$ cat config.mk
export PLATFORM = sky130hd
export DESIGN_NAME = rsa_modexp_encrypt_decrypt_flat
export DESIGN_NICKNAME = d
export VERILOG_FILES = /design/src/hdl/rme_pkg.sv /design/src/hdl/rme_chan_if.sv /design/src/hdl/rme_dpath.sv /design/src/hdl/rme_ctrl.sv /design/src/hdl/rsa_modexp_encrypt_decrypt.sv /design/src/flat_wrapper.sv
export SDC_FILE = /design/constraint.sdc
export NUM_CORES = 1
export LEC_CHECK = 0
export BUFFER_PORTS_ARGS = -buffer_cell sky130_fd_sc_hd__buf_2
export CORE_UTILIZATION = 40
export DETAILED_ROUTE_END_ITERATION = 10
export GPL_TIMING_DRIVEN = 0
export PLACE_DENSITY_LB_ADDON = 0.08
export REMOVE_ABC_BUFFERS = 1
export SETUP_SLACK_MARGIN = 0.4
export SLEW_MARGIN = 40
export SYNTH_ARGS = -nofsm -noshare
export SYNTH_HDL_FRONTEND = slang
export SYNTH_SLANG_ARGS = --single-unit
$ cat constraint.sdc
create_clock -name clock -period 8 [get_ports clock]
set_input_delay 0.4 -clock clock [delete_from_list [all_inputs] [get_ports clock]]
set_output_delay 0.4 -clock clock [all_outputs]
set_load 0.005 [all_outputs]
$ cat src/hdl/rme_pkg.sv
package rme_pkg;

   // Operand width of the modulus, exponents, messages and results.
   localparam int MOD_BITS = 31;
   localparam int CNT_BITS = $clog2(MOD_BITS);

   typedef logic [MOD_BITS-1:0] word_type;
   typedef logic [MOD_BITS:0]   wide_type;
   typedef logic [CNT_BITS-1:0] count_type;
   typedef logic [1:0]          csr_index_type;

   localparam count_type LAST_IDX = count_type'(MOD_BITS - 1);

   // Configuration register indexes.
   localparam csr_index_type CSR_MODULUS  = 2'd0;
   localparam csr_index_type CSR_PUB_EXP  = 2'd1;
   localparam csr_index_type CSR_PRIV_EXP = 2'd2;

   // Operand selection of one modular multiplication.
   typedef enum logic [1:0] {
      MUL_REDUCE = 2'd0,   // one * base, reduces the base mod n
      MUL_SQUARE = 2'd1,   // acc * acc
      MUL_TIMES  = 2'd2    // base * acc
   } mul_mode_type;

   typedef struct packed {
      logic         load;       // latch base, exponent and acc = 1 mod n
      logic         mul_load;   // set up multiplier operands for mode
      logic         mul_step;   // one shift-and-add step
      logic         store;      // write product back by mode
      logic         exp_shift;  // advance to next exponent bit
      logic         finish;     // write result and held ciphertext
      mul_mode_type mode;
   } cmd_type;

   typedef struct packed {
      logic exp_bit;   // current exponent bit, most significant first
   } status_type;

endpackage

$ cat src/hdl/rme_chan_if.sv
interface rme_req_if;
   logic                              valid;
   logic                              ready;
   logic                              func;
   logic [rme_pkg::MOD_BITS-1:0]      message;

   modport source (output valid, output func, output message, input ready);
   modport sink   (input valid, input func, input message, output ready);
endinterface

interface rme_rsp_if;
   logic                              valid;
   logic                              ready;
   logic [rme_pkg::MOD_BITS-1:0]      result;

   modport source (output valid, output result, input ready);
   modport sink   (input valid, input result, output ready);
endinterface

$ cat src/hdl/rme_dpath.sv
module rme_dpath (
   input  logic                   clock,
   input  logic                   reset,
   input  rme_pkg::cmd_type       cmd,
   output rme_pkg::status_type    status,
   input  logic                   csr_write_en,
   input  rme_pkg::csr_index_type csr_index,
   input  rme_pkg::word_type      csr_wdata,
   input  logic                   req_func,
   input  rme_pkg::word_type      req_message,
   output rme_pkg::word_type      result
);
   import rme_pkg::*;

   word_type modulus_ff,  modulus_in;
   word_type pub_exp_ff,  pub_exp_in;
   word_type priv_exp_ff, priv_exp_in;
   word_type held_ff,     held_in;
   word_type base_ff,     base_in;
   word_type exp_ff,      exp_in;
   word_type acc_ff,      acc_in;
   word_type mul_x_ff,    mul_x_in;
   word_type mul_y_ff,    mul_y_in;
   word_type mul_r_ff,    mul_r_in;
   word_type result_ff,   result_in;

   word_type one_mod;
   word_type final_val;
   wide_type dbl, dbl_red, sum, sum_red;
   word_type dbl_mod;

   assign one_mod   = (modulus_ff == word_type'(1)) ? '0 : word_type'(1);
   assign final_val = (modulus_ff == '0) ? '0 : acc_ff;

   // One shift-and-add step: r = 2r mod n, then r = r + x mod n on a set y bit.
   assign dbl     = {mul_r_ff, 1'b0};
   assign dbl_red = (dbl >= {1'b0, modulus_ff}) ? dbl - {1'b0, modulus_ff} : dbl;
   assign dbl_mod = dbl_red[MOD_BITS-1:0];
   assign sum     = {1'b0, dbl_mod} + {1'b0, mul_x_ff};
   assign sum_red = (sum >= {1'b0, modulus_ff}) ? sum - {1'b0, modulus_ff} : sum;

   always_comb begin
      modulus_in  = modulus_ff;
      pub_exp_in  = pub_exp_ff;
      priv_exp_in = priv_exp_ff;
      held_in     = held_ff;
      base_in     = base_ff;
      exp_in      = exp_ff;
      acc_in      = acc_ff;
      mul_x_in    = mul_x_ff;
      mul_y_in    = mul_y_ff;
      mul_r_in    = mul_r_ff;
      result_in   = result_ff;

      if (csr_write_en) begin
         case (csr_index)
            CSR_MODULUS:  modulus_in  = csr_wdata;
            CSR_PUB_EXP:  pub_exp_in  = csr_wdata;
            CSR_PRIV_EXP: priv_exp_in = csr_wdata;
            default: ;
         endcase
      end

      if (cmd.load) begin
         base_in = req_func ? held_ff : req_message;
         exp_in  = req_func ? priv_exp_ff : pub_exp_ff;
         acc_in  = one_mod;
      end

      if (cmd.mul_load) begin
         mul_r_in = '0;
         case (cmd.mode)
            MUL_REDUCE: begin
               mul_x_in = one_mod;
               mul_y_in = base_ff;
            end
            MUL_SQUARE: begin
               mul_x_in = acc_ff;
               mul_y_in = acc_ff;
            end
            default: begin
               mul_x_in = base_ff;
               mul_y_in = acc_ff;
            end
         endcase
      end

      if (cmd.mul_step) begin
         mul_r_in = mul_y_ff[MOD_BITS-1] ? sum_red[MOD_BITS-1:0] : dbl_mod;
         mul_y_in = {mul_y_ff[MOD_BITS-2:0], 1'b0};
      end

      if (cmd.store) begin
         if (cmd.mode == MUL_REDUCE) begin
            base_in = mul_r_ff;
         end else begin
            acc_in = mul_r_ff;
         end
      end

      if (cmd.exp_shift) begin
         exp_in = {exp_ff[MOD_BITS-2:0], 1'b0};
      end

      if (cmd.finish) begin
         result_in = final_val;
         held_in   = final_val;
      end
   end

   always_ff @(posedge clock) begin
      if (reset) begin
         modulus_ff  <= word_type'(1);
         pub_exp_ff  <= '0;
         priv_exp_ff <= '0;
         held_ff     <= '0;
      end else begin
         modulus_ff  <= modulus_in;
         pub_exp_ff  <= pub_exp_in;
         priv_exp_ff <= priv_exp_in;
         held_ff     <= held_in;
      end
   end

   always_ff @(posedge clock) begin
      base_ff   <= base_in;
      exp_ff    <= exp_in;
      acc_ff    <= acc_in;
      mul_x_ff  <= mul_x_in;
      mul_y_ff  <= mul_y_in;
      mul_r_ff  <= mul_r_in;
      result_ff <= result_in;
   end

   assign status.exp_bit = exp_ff[MOD_BITS-1];
   assign result         = result_ff;

endmodule

$ cat src/hdl/rme_ctrl.sv
module rme_ctrl (
   input  logic                clock,
   input  logic                reset,
   input  logic                req_valid,
   output logic                req_ready,
   output logic                rsp_valid,
   input  logic                rsp_ready,
   input  rme_pkg::status_type status,
   output rme_pkg::cmd_type    cmd
);
   import rme_pkg::*;

   typedef enum logic [4:0] {
      S_IDLE  = 5'b00001,
      S_MLOAD = 5'b00010,
      S_MSTEP = 5'b00100,
      S_STORE = 5'b01000,
      S_DONE  = 5'b10000
   } state_type;

   state_type    state_ff,    state_in;
   mul_mode_type mode_ff,     mode_in;
   count_type    step_cnt_ff, step_cnt_in;
   count_type    bit_cnt_ff,  bit_cnt_in;
   logic         rsp_valid_ff, rsp_valid_in;
   logic         advance;

   always_comb begin
      state_in     = state_ff;
      mode_in      = mode_ff;
      step_cnt_in  = step_cnt_ff;
      bit_cnt_in   = bit_cnt_ff;
      rsp_valid_in = rsp_valid_ff && !rsp_ready;
      advance      = 1'b0;
      req_ready    = 1'b0;
      cmd          = '0;
      cmd.mode     = mode_ff;

      unique case (state_ff)
         S_IDLE: begin
            req_ready = 1'b1;
            if (req_valid) begin
               cmd.load = 1'b1;
               mode_in  = MUL_REDUCE;
               state_in = S_MLOAD;
            end
         end
         S_MLOAD: begin
            cmd.mul_load = 1'b1;
            step_cnt_in  = LAST_IDX;
            state_in     = S_MSTEP;
         end
         S_MSTEP: begin
            cmd.mul_step = 1'b1;
            if (step_cnt_ff == '0) begin
               state_in = S_STORE;
            end else begin
               step_cnt_in = step_cnt_ff - count_type'(1);
            end
         end
         S_STORE: begin
            cmd.store = 1'b1;
            case (mode_ff)
               MUL_REDUCE: begin
                  bit_cnt_in = LAST_IDX;
                  mode_in    = MUL_SQUARE;
                  state_in   = S_MLOAD;
               end
               MUL_SQUARE: begin
                  if (status.exp_bit) begin
                     mode_in  = MUL_TIMES;
                     state_in = S_MLOAD;
                  end else begin
                     advance = 1'b1;
                  end
               end
               default: advance = 1'b1;
            endcase
            if (advance) begin
               if (bit_cnt_ff == '0) begin
                  state_in = S_DONE;
               end else begin
                  bit_cnt_in    = bit_cnt_ff - count_type'(1);
                  cmd.exp_shift = 1'b1;
                  mode_in       = MUL_SQUARE;
                  state_in      = S_MLOAD;
               end
            end
         end
         S_DONE: begin
            // hold the result until the output register is free
            if (!rsp_valid_ff || rsp_ready) begin
               cmd.finish   = 1'b1;
               rsp_valid_in = 1'b1;
               state_in     = S_IDLE;
            end
         end
         default: state_in = S_IDLE;
      endcase
   end

   always_ff @(posedge clock) begin
      if (reset) begin
         state_ff     <= S_IDLE;
         rsp_valid_ff <= 1'b0;
      end else begin
         state_ff     <= state_in;
         rsp_valid_ff <= rsp_valid_in;
      end
   end

   always_ff @(posedge clock) begin
      mode_ff     <= mode_in;
      step_cnt_ff <= step_cnt_in;
      bit_cnt_ff  <= bit_cnt_in;
   end

   assign rsp_valid = rsp_valid_ff;

endmodule

$ cat src/hdl/rsa_modexp_encrypt_decrypt.sv
// Textbook RSA modular exponentiation, left-to-right square-and-multiply.
// Program the modulus n (index 0), public exponent e (index 1) and private
// exponent d (index 2) through the csr_ write port while the block is idle.
// A request transaction with func = 0 returns message^e mod n; with func = 1
// it returns held^d mod n, where held is the result of the previous
// transaction (zero after reset). Every result is also kept as the new held
// ciphertext. An exponent of zero gives 1 mod n, and a modulus of zero gives
// 0. The block works on one transaction at a time. Each modular product is
// formed by a single shift-and-add multiplier, one operand bit per cycle,
// preceded by operand setup and followed by write-back. A transaction
// runs one product to reduce the base, one squaring per exponent bit (31)
// and one extra product per set exponent bit. A finished result waits in
// an output register; a new request is accepted as soon as the result is
// written there, even before it is taken.
module rsa_modexp_encrypt_decrypt (
   input  logic                   clock,
   input  logic                   reset,
   rme_req_if.sink                req_chan,
   rme_rsp_if.source              rsp_chan,
   input  logic                   csr_write_en,
   input  rme_pkg::csr_index_type csr_index,
   input  rme_pkg::word_type      csr_wdata
);
   import rme_pkg::*;

   cmd_type    cmd;
   status_type status;

   // Sequencer: walks the reduce / square / multiply schedule.
   rme_ctrl u_ctrl (
      .clock     (clock),
      .reset     (reset),
      .req_valid (req_chan.valid),
      .req_ready (req_chan.ready),
      .rsp_valid (rsp_chan.valid),
      .rsp_ready (rsp_chan.ready),
      .status    (status),
      .cmd       (cmd)
   );

   // Datapath: config registers, held ciphertext and the modular multiplier.
   rme_dpath u_dpath (
      .clock        (clock),
      .reset        (reset),
      .cmd          (cmd),
      .status       (status),
      .csr_write_en (csr_write_en),
      .csr_index    (csr_index),
      .csr_wdata    (csr_wdata),
      .req_func     (req_chan.func),
      .req_message  (req_chan.message),
      .result       (rsp_chan.result)
   );

endmodule

$ cat src/flat_wrapper.sv
// flat-port wrapper written by rule: the top's interface ports become plain ports
module rsa_modexp_encrypt_decrypt_flat import rme_pkg::*;
  (clock, reset, csr_write_en, csr_index, csr_wdata, req_chan_valid, req_chan_func, req_chan_message, req_chan_ready, rsp_chan_valid, rsp_chan_result, rsp_chan_ready);
  rme_req_if req_chan_i ();
  rme_rsp_if rsp_chan_i ();
  input  logic clock;
  input  logic reset;
  input  logic csr_write_en;
  input  rme_pkg::csr_index_type csr_index;
  input  rme_pkg::word_type csr_wdata;
  input wire logic [$bits(req_chan_i.valid)-1:0] req_chan_valid;
  input wire logic [$bits(req_chan_i.func)-1:0] req_chan_func;
  input wire logic [$bits(req_chan_i.message)-1:0] req_chan_message;
  output wire logic [$bits(req_chan_i.ready)-1:0] req_chan_ready;
  output wire logic [$bits(rsp_chan_i.valid)-1:0] rsp_chan_valid;
  output wire logic [$bits(rsp_chan_i.result)-1:0] rsp_chan_result;
  input wire logic [$bits(rsp_chan_i.ready)-1:0] rsp_chan_ready;
  assign req_chan_i.valid = req_chan_valid;
  assign req_chan_i.func = req_chan_func;
  assign req_chan_i.message = req_chan_message;
  assign req_chan_ready = req_chan_i.ready;
  assign rsp_chan_valid = rsp_chan_i.valid;
  assign rsp_chan_result = rsp_chan_i.result;
  assign rsp_chan_i.ready = rsp_chan_ready;
  rsa_modexp_encrypt_decrypt u_core (.clock(clock), .reset(reset), .req_chan(req_chan_i), .rsp_chan(rsp_chan_i), .csr_write_en(csr_write_en), .csr_index(csr_index), .csr_wdata(csr_wdata));
endmodule
# ---- Word-level counts from Yosys, hierarchy flattened
# Cells that the tools add are included.
dict set report totals {
  register_bits 359
  latch_bits 0
  ramBits 0
  rom_bits 0
  in_bits 70
  out_inout_bits 33
  mem_count 0
}
dict set report op_classes {
  addsub 5
  multipliers 0
  div 0
  order_cmp 2
  eq_ne 15
  n_shift 0
  n_mux 55
  n_bitwise 0
  reduce_logical 19
}
# cell count
set op_table {}
lappend op_table {{31-bit two-way mux} 19}
lappend op_table {{32-bit by 31-bit >= comparator with 1-bit output} 2}
lappend op_table {{31-bit one-hot mux with 2 select lines} 1}
lappend op_table {{31-bit subtractor} 2}
lappend op_table {{5-bit two-way mux} 10}
lappend op_table {{31-bit by 31-bit adder with 32-bit output} 1}
lappend op_table {{31-bit by 1-bit equality test with 1-bit output, second input constant} 1}
lappend op_table {{31-bit logical NOT} 1}
lappend op_table {{5-bit one-hot mux with 5 select lines} 1}
lappend op_table {{5-bit one-hot mux with 2 select lines} 2}
lappend op_table {{1-bit two-way mux} 14}
lappend op_table {{5-bit logical NOT} 2}
lappend op_table {{2-bit two-way mux} 5}
lappend op_table {{2-bit AND reduction} 5}
lappend op_table {{5-bit by 1-bit subtractor with 5-bit output, second input constant} 2}
lappend op_table {{2-bit inequality test, second input constant} 4}
lappend op_table {{2-bit one-hot mux with 2 select lines} 2}
lappend op_table {{2-bit nonzero test} 4}
lappend op_table {{5-bit by 1-bit equality test with 1-bit output, second input constant} 1}
lappend op_table {{5-bit by 2-bit equality test with 1-bit output, second input constant} 1}
lappend op_table {{5-bit by 3-bit equality test with 1-bit output, second input constant} 1}
lappend op_table {{5-bit by 4-bit equality test with 1-bit output, second input constant} 1}
lappend op_table {{5-bit equality test, second input constant} 1}
lappend op_table {{5-bit AND reduction} 1}
lappend op_table {{9 further kinds} 12}

# ---- Logic depth before layout (Yosys ltp)
dict set report logic_depth {
  ltp_word 7
  depth_mapped 35
}

# ---- Hierarchy
# From an unflattened synthesis, not the netlist that was laid out.
dict set report hier_totals {
  hier_cells 2390
  hier_area_um2 20663.6
}
# mod instances cells_each area_per_inst_um2 seq_area_each_um2
set by_module_without_submodules {}
lappend by_module_without_submodules {rme_dpath 1 2297 19716.4 8358.0}
lappend by_module_without_submodules {rme_ctrl 1 93 947.2 480.5}

# ---- Worst setup path before layout
# Ideal clock, no wire load.
dict set report synth_timing {
  kind {register -> register}
  startpoint {reg u_core.u_dpath.modulus_ff[0]}
  endpoint {reg u_core.u_dpath.mul_r_ff[29], data pin}
  setup_ns 0.167
  arrival_time_ns 6.112
  t_required_ns 7.833
  slack_ns 1.721
  path_stages_with_launch 29
  path_buffers 1
  path_cell_list {dfxtp_1 > inv_1 > fa_1 > a211oi_2 > nor2_1 > o21ai_2 > o31ai_4 > o21a_2 > o21ai_2 > buf_6 > mux2_2 > ha_1 > a211oi_1 > o21ai_1 > a2111oi_0 > o311ai_1 > a311oi_1 > xnor2_1 > ha_1 > and2_1 > nand3_1 > nand2b_1 > o21ai_0 > nor4b_1 > o31ai_1 > a21oi_1 > xnor2_1 > mux2i_1 > a211oi_1}
}
dict set report synth_via {
  elab_chain_len 7
  elab_cells_between_ends 9
}
# item line_no
set synth_lines {}
lappend synth_lines {{start: declaration} rme_dpath.sv:15} ;# word_type modulus_ff, modulus_in;
lappend synth_lines {{start signal: assignment} rme_dpath.sv:113} ;# modulus_ff <= word_type'(1);
lappend synth_lines {{start signal: assignment} rme_dpath.sv:118} ;# modulus_ff <= modulus_in;
lappend synth_lines {{31-bit subtractor or 32-bit by 31-bit >= comparator with 1-bit output (tied branches)} rme_dpath.sv:37} ;# assign dbl_red = (dbl >= {1'b0, modulus_ff}) ? dbl - {1'b0, modulus_ff} : dbl;
lappend synth_lines {{31-bit two-way mux} rme_dpath.sv:37}
lappend synth_lines {{31-bit by 31-bit adder with 32-bit output} rme_dpath.sv:39} ;# assign sum = {1'b0, dbl_mod} + {1'b0, mul_x_ff};
lappend synth_lines {{31-bit subtractor or 32-bit by 31-bit >= comparator with 1-bit output (tied branches)} rme_dpath.sv:40} ;# assign sum_red = (sum >= {1'b0, modulus_ff}) ? sum - {1'b0, modulus_ff} : sum;
lappend synth_lines {{31-bit two-way mux} rme_dpath.sv:40}
lappend synth_lines {{31-bit two-way mux *} rme_dpath.sv:89} ;# mul_r_in = mul_y_ff[MOD_BITS-1] ? sum_red[MOD_BITS-1:0] : dbl_mod;
lappend synth_lines {{31-bit two-way mux *} rme_dpath.sv:88} ;# if (cmd.mul_step) begin
lappend synth_lines {{end signal: assignment} rme_dpath.sv:131} ;# mul_r_ff <= mul_r_in;
lappend synth_lines {{end: declaration} rme_dpath.sv:24} ;# word_type mul_r_ff, mul_r_in;
# Every way passes the cells marked *; elsewhere a longest branch is shown, timed or not.
# A chain may end at the register's enable or synchronous reset.

# ---- Final worst setup path
dict set report layout_timing {
  startpoint {reg u_core.u_dpath.modulus_ff[0]}
  endpoint {reg u_core.u_dpath.mul_r_ff[2], data pin}
}
# Same word-level chain as after synthesis.

==> flow_summary.yaml <==
status:
  status: "finished, final reports clean"
floorplanning:
  die_y_um: 225.1
  die_area_um2: 50680
  fp.dieW_um: 225.1
  io_pins: 103
  placementRows: 81
  initial_utilization: 0.4060
  core_area_um2: 49050
routing:
  postRouteAntennaNets: 0
  drt-initial-drc-count: 1080
  drt_wl_total_um: 57240
  num_vias: 16480
  firstDrtPassIters: 8
  drc: 0
  wl_per_cell_um: 19.00
  routed_via_density: 5.468
global_routing:
  antenna_found_initial: 0
  first_global_vias: 15970
  grt_overflow_total: 0
  grt_max_degree: 96
  grt_pass1_wl_um: 89290
  grt_usage: 0.2261
worst_setup_path:
  crit_cells: 33
  worstSetupStartpointType: "flop"
  cp_top_family: "compound AO/OA/AOI/OAI gates"
  cp-end-kind: "flop"
  rr_worst_depth: 33
  cp.buffers_inverters: 4
  critPathMaxStageDelay_ns: 0.44
  setup.worst_path.class: "reg -> reg"
  arrival_ns: 7.62
  cp_slowest_cell: "fa_2"
  crit_required_ns: 8.28
  cp_max_fo: 25
timing:
  fin_crit_sh: 0.9173
  hold_violations: 0
  rsz0062_at_grt: "no"
  slew_viol_final: 0
  setup_ws_ns: 0.6618
  fmax_mhz: 136.3
  skew_ns: 0.02133
  worst_pin_slew_ns: 0.7869
  finalSetupViolations: 0
  relSlewSlack: 0.4748
  holdWs_ns: 0.09693
  period_minus_slack_ns: 7.338
clocking:
  h-tree-depth: 2
  cts_sinks: 359
  clk_path_buf_depth: 3
  cts_tree: "done"
  cts_buffers: 42
  clk_pin_slew_ns: 0.06
  clockRootBuffer: "clkbuf_16"
  clkLatencyLatePin_ns: 0.57
logic_synthesis:
  synth_area_um2: 19910
  synth_seq_cells: 359
  ys_seq_area_frac: 0.4439
  async_flop_share: 0
  synth_cell_types: 78
  synth-main-ff-cell: "dfxtp_1"
  synth_top_cell_by_area: "edfxtp_1"
  synth_area_leaders: "edfxtp_1, dfxtp_1, nand2_1"
  yosysWarnings: 0
  yosysTopAreaCellShare: 0.2488
  syn_area_per_cell_um2: 8.950
  synth_edf_count: 165
  synthCells: 2225
finish:
  area_delta_synth_final_pct: 17.85
  drive_gt1_frac: 0.1456
  diodes: 0
  fin_nets: 2485
place:
  place_congestion: 0.9207
  dpl_worst_slack_ns: -0.8660
  dpl.hpwl_um: 42010
  io_buffer_count: 102
power:
  ir_drop_v: 0.0001912
  cellPowerDensity_nw_per_um2: 370.3
  power_leakage_nw: 8.680
  power_mw: 8.690
worst_hold_path:
  hold_depth: 3
  hold_class: "in -> reg"
job:
  maxCapViolations: 0
-- kinds of logic after synthesis --
kind of cell | Yosys count | synth area share
adder cells (fa/ha/maj) | 98 | 0.06271
multiplexers | 111 | 0.05617
XOR/XNOR | 84 | 0.03695
buffers and inverters | 187 | 0.03713
AO/OA/AOI/OAI | 664 | 0.2078
flip-flops | 359 | 0.4439
AND/OR/NAND/NOR | 722 | 0.1554
-- per-layer routing --
| metal | share of wire | vias up | global-route usage | wire (µm) |
|---|---|---|---|---|
| li1 | - | 8139 | - | - |
| met1 | 0.46 | 7949 | 0.3024 | 26160 |
| met2 | 0.48 | 314 | 0.3834 | 27670 |
| met3 | 0.040 | 73 | 0.03142 | 2286 |
| met4 | 0.020 | 0 | 0.05552 | 1122 |
| met5 | 0 | - | 0 | 0 |
-- worst register-to-register path, delay by kind of cell, from the launching register on --
family / cells / cell delay (ns)
AOI/OAI and AO/OA: 12 / 2.66
xor gates and xnor gates: 2 / 0.33
adders and majority gates: 3 / 1.10
buffers and inverters: 4 / 0.59
DFF: 1 / 0.38
muxes: 3 / 0.79
and+or+nand+nor: 9 / 1.20
-- Yosys cell counts (40+ instances only) --
cell type  instances
dfxtp_1          194
xnor2_1           44
clkbuf_1         104
edfxtp_1         165
a21oi_1          257
nor2_1           119
ha_1              95
xor2_1            40
a22o_1            60
o21ai_0          170
mux2i_1          105
inv_1             61
nand2_1          444
-- power breakdown --
| part | leakage, nW | internal, mW | switching (mW) |
|---|---|---|---|
| logic | 4.94 | 1.78 | 2.68 |
| clock network | 0.659 | 1.09 | 0.784 |
| registers | 3.08 | 2.20 | 0.150 |
-- worst paths after layout --
kind	start	to	slack (ns)
setup / recovery	u_core.u_dpath.modulus_ff[0]	u_core.u_dpath.mul_r_ff[2]	0.66
setup reg to reg	u_core.u_dpath.modulus_ff[0]	u_core.u_dpath.mul_r_ff[2]	0.66
hold / removal	csr_wdata[19]	u_core.u_dpath.pub_exp_ff[19]	0.1
hold reg to reg	u_core.u_dpath.pub_exp_ff[3]	u_core.u_dpath.pub_exp_ff[3]	0.45
-- layout make-up --
type	count	area (µm²)
Sequential cell	359	8840
Clock inverter	13	76.32
Fill cell	4768	25590
Timing Repair Buffer	174	1400
Clock buffer	63	1264
Inverter	61	236.5
Multi-Input combinational cell	1679	10820
Tap cell	664	830.8
-- through the flow --
step	cells	TNS [ns]	cell area, µm²	util
after floorplan	2099	0	19400	-
after global placement	2865	-164.32	20740	0.4229
after detailed placement	2914	-16.41	21550	0.4393
after CTS	3004	0	23220	0.4733
after global routing	3013	0	23470	0.4784
final	3013	0	23470	0.4784
-- layout by cell type (no fill, tap or decap), types with 38 or more instances in the layout --
cell,synthesis,routed
o21ai_0,170,165
xnor2_1,44,42
xor2_1,40,39
a21oi_1,257,246
clkbuf_16,0,45
ha_1,95,79
mux2i_1,105,105
a21o_1,38,38
edfxtp_1,165,165
dfxtp_1,194,193
buf_2,9,110
nand2_1,444,441
inv_1,61,57
a22o_1,60,60
nor2_1,119,113
-- timing repair --
| action | 4_1_cts | 5_1_grt |
|---|---|---|
| setup endpoints to repair | 31 | 21 |
| hold buffers | 0 | 0 |
| gates resized for setup | 42 | 39 |
| setup buffers | 14 | 9 |
| cloned | 0 | 0 |
| pin swaps | 16 | 15 |
Note: power is estimated with default switching activity, not from simulation.
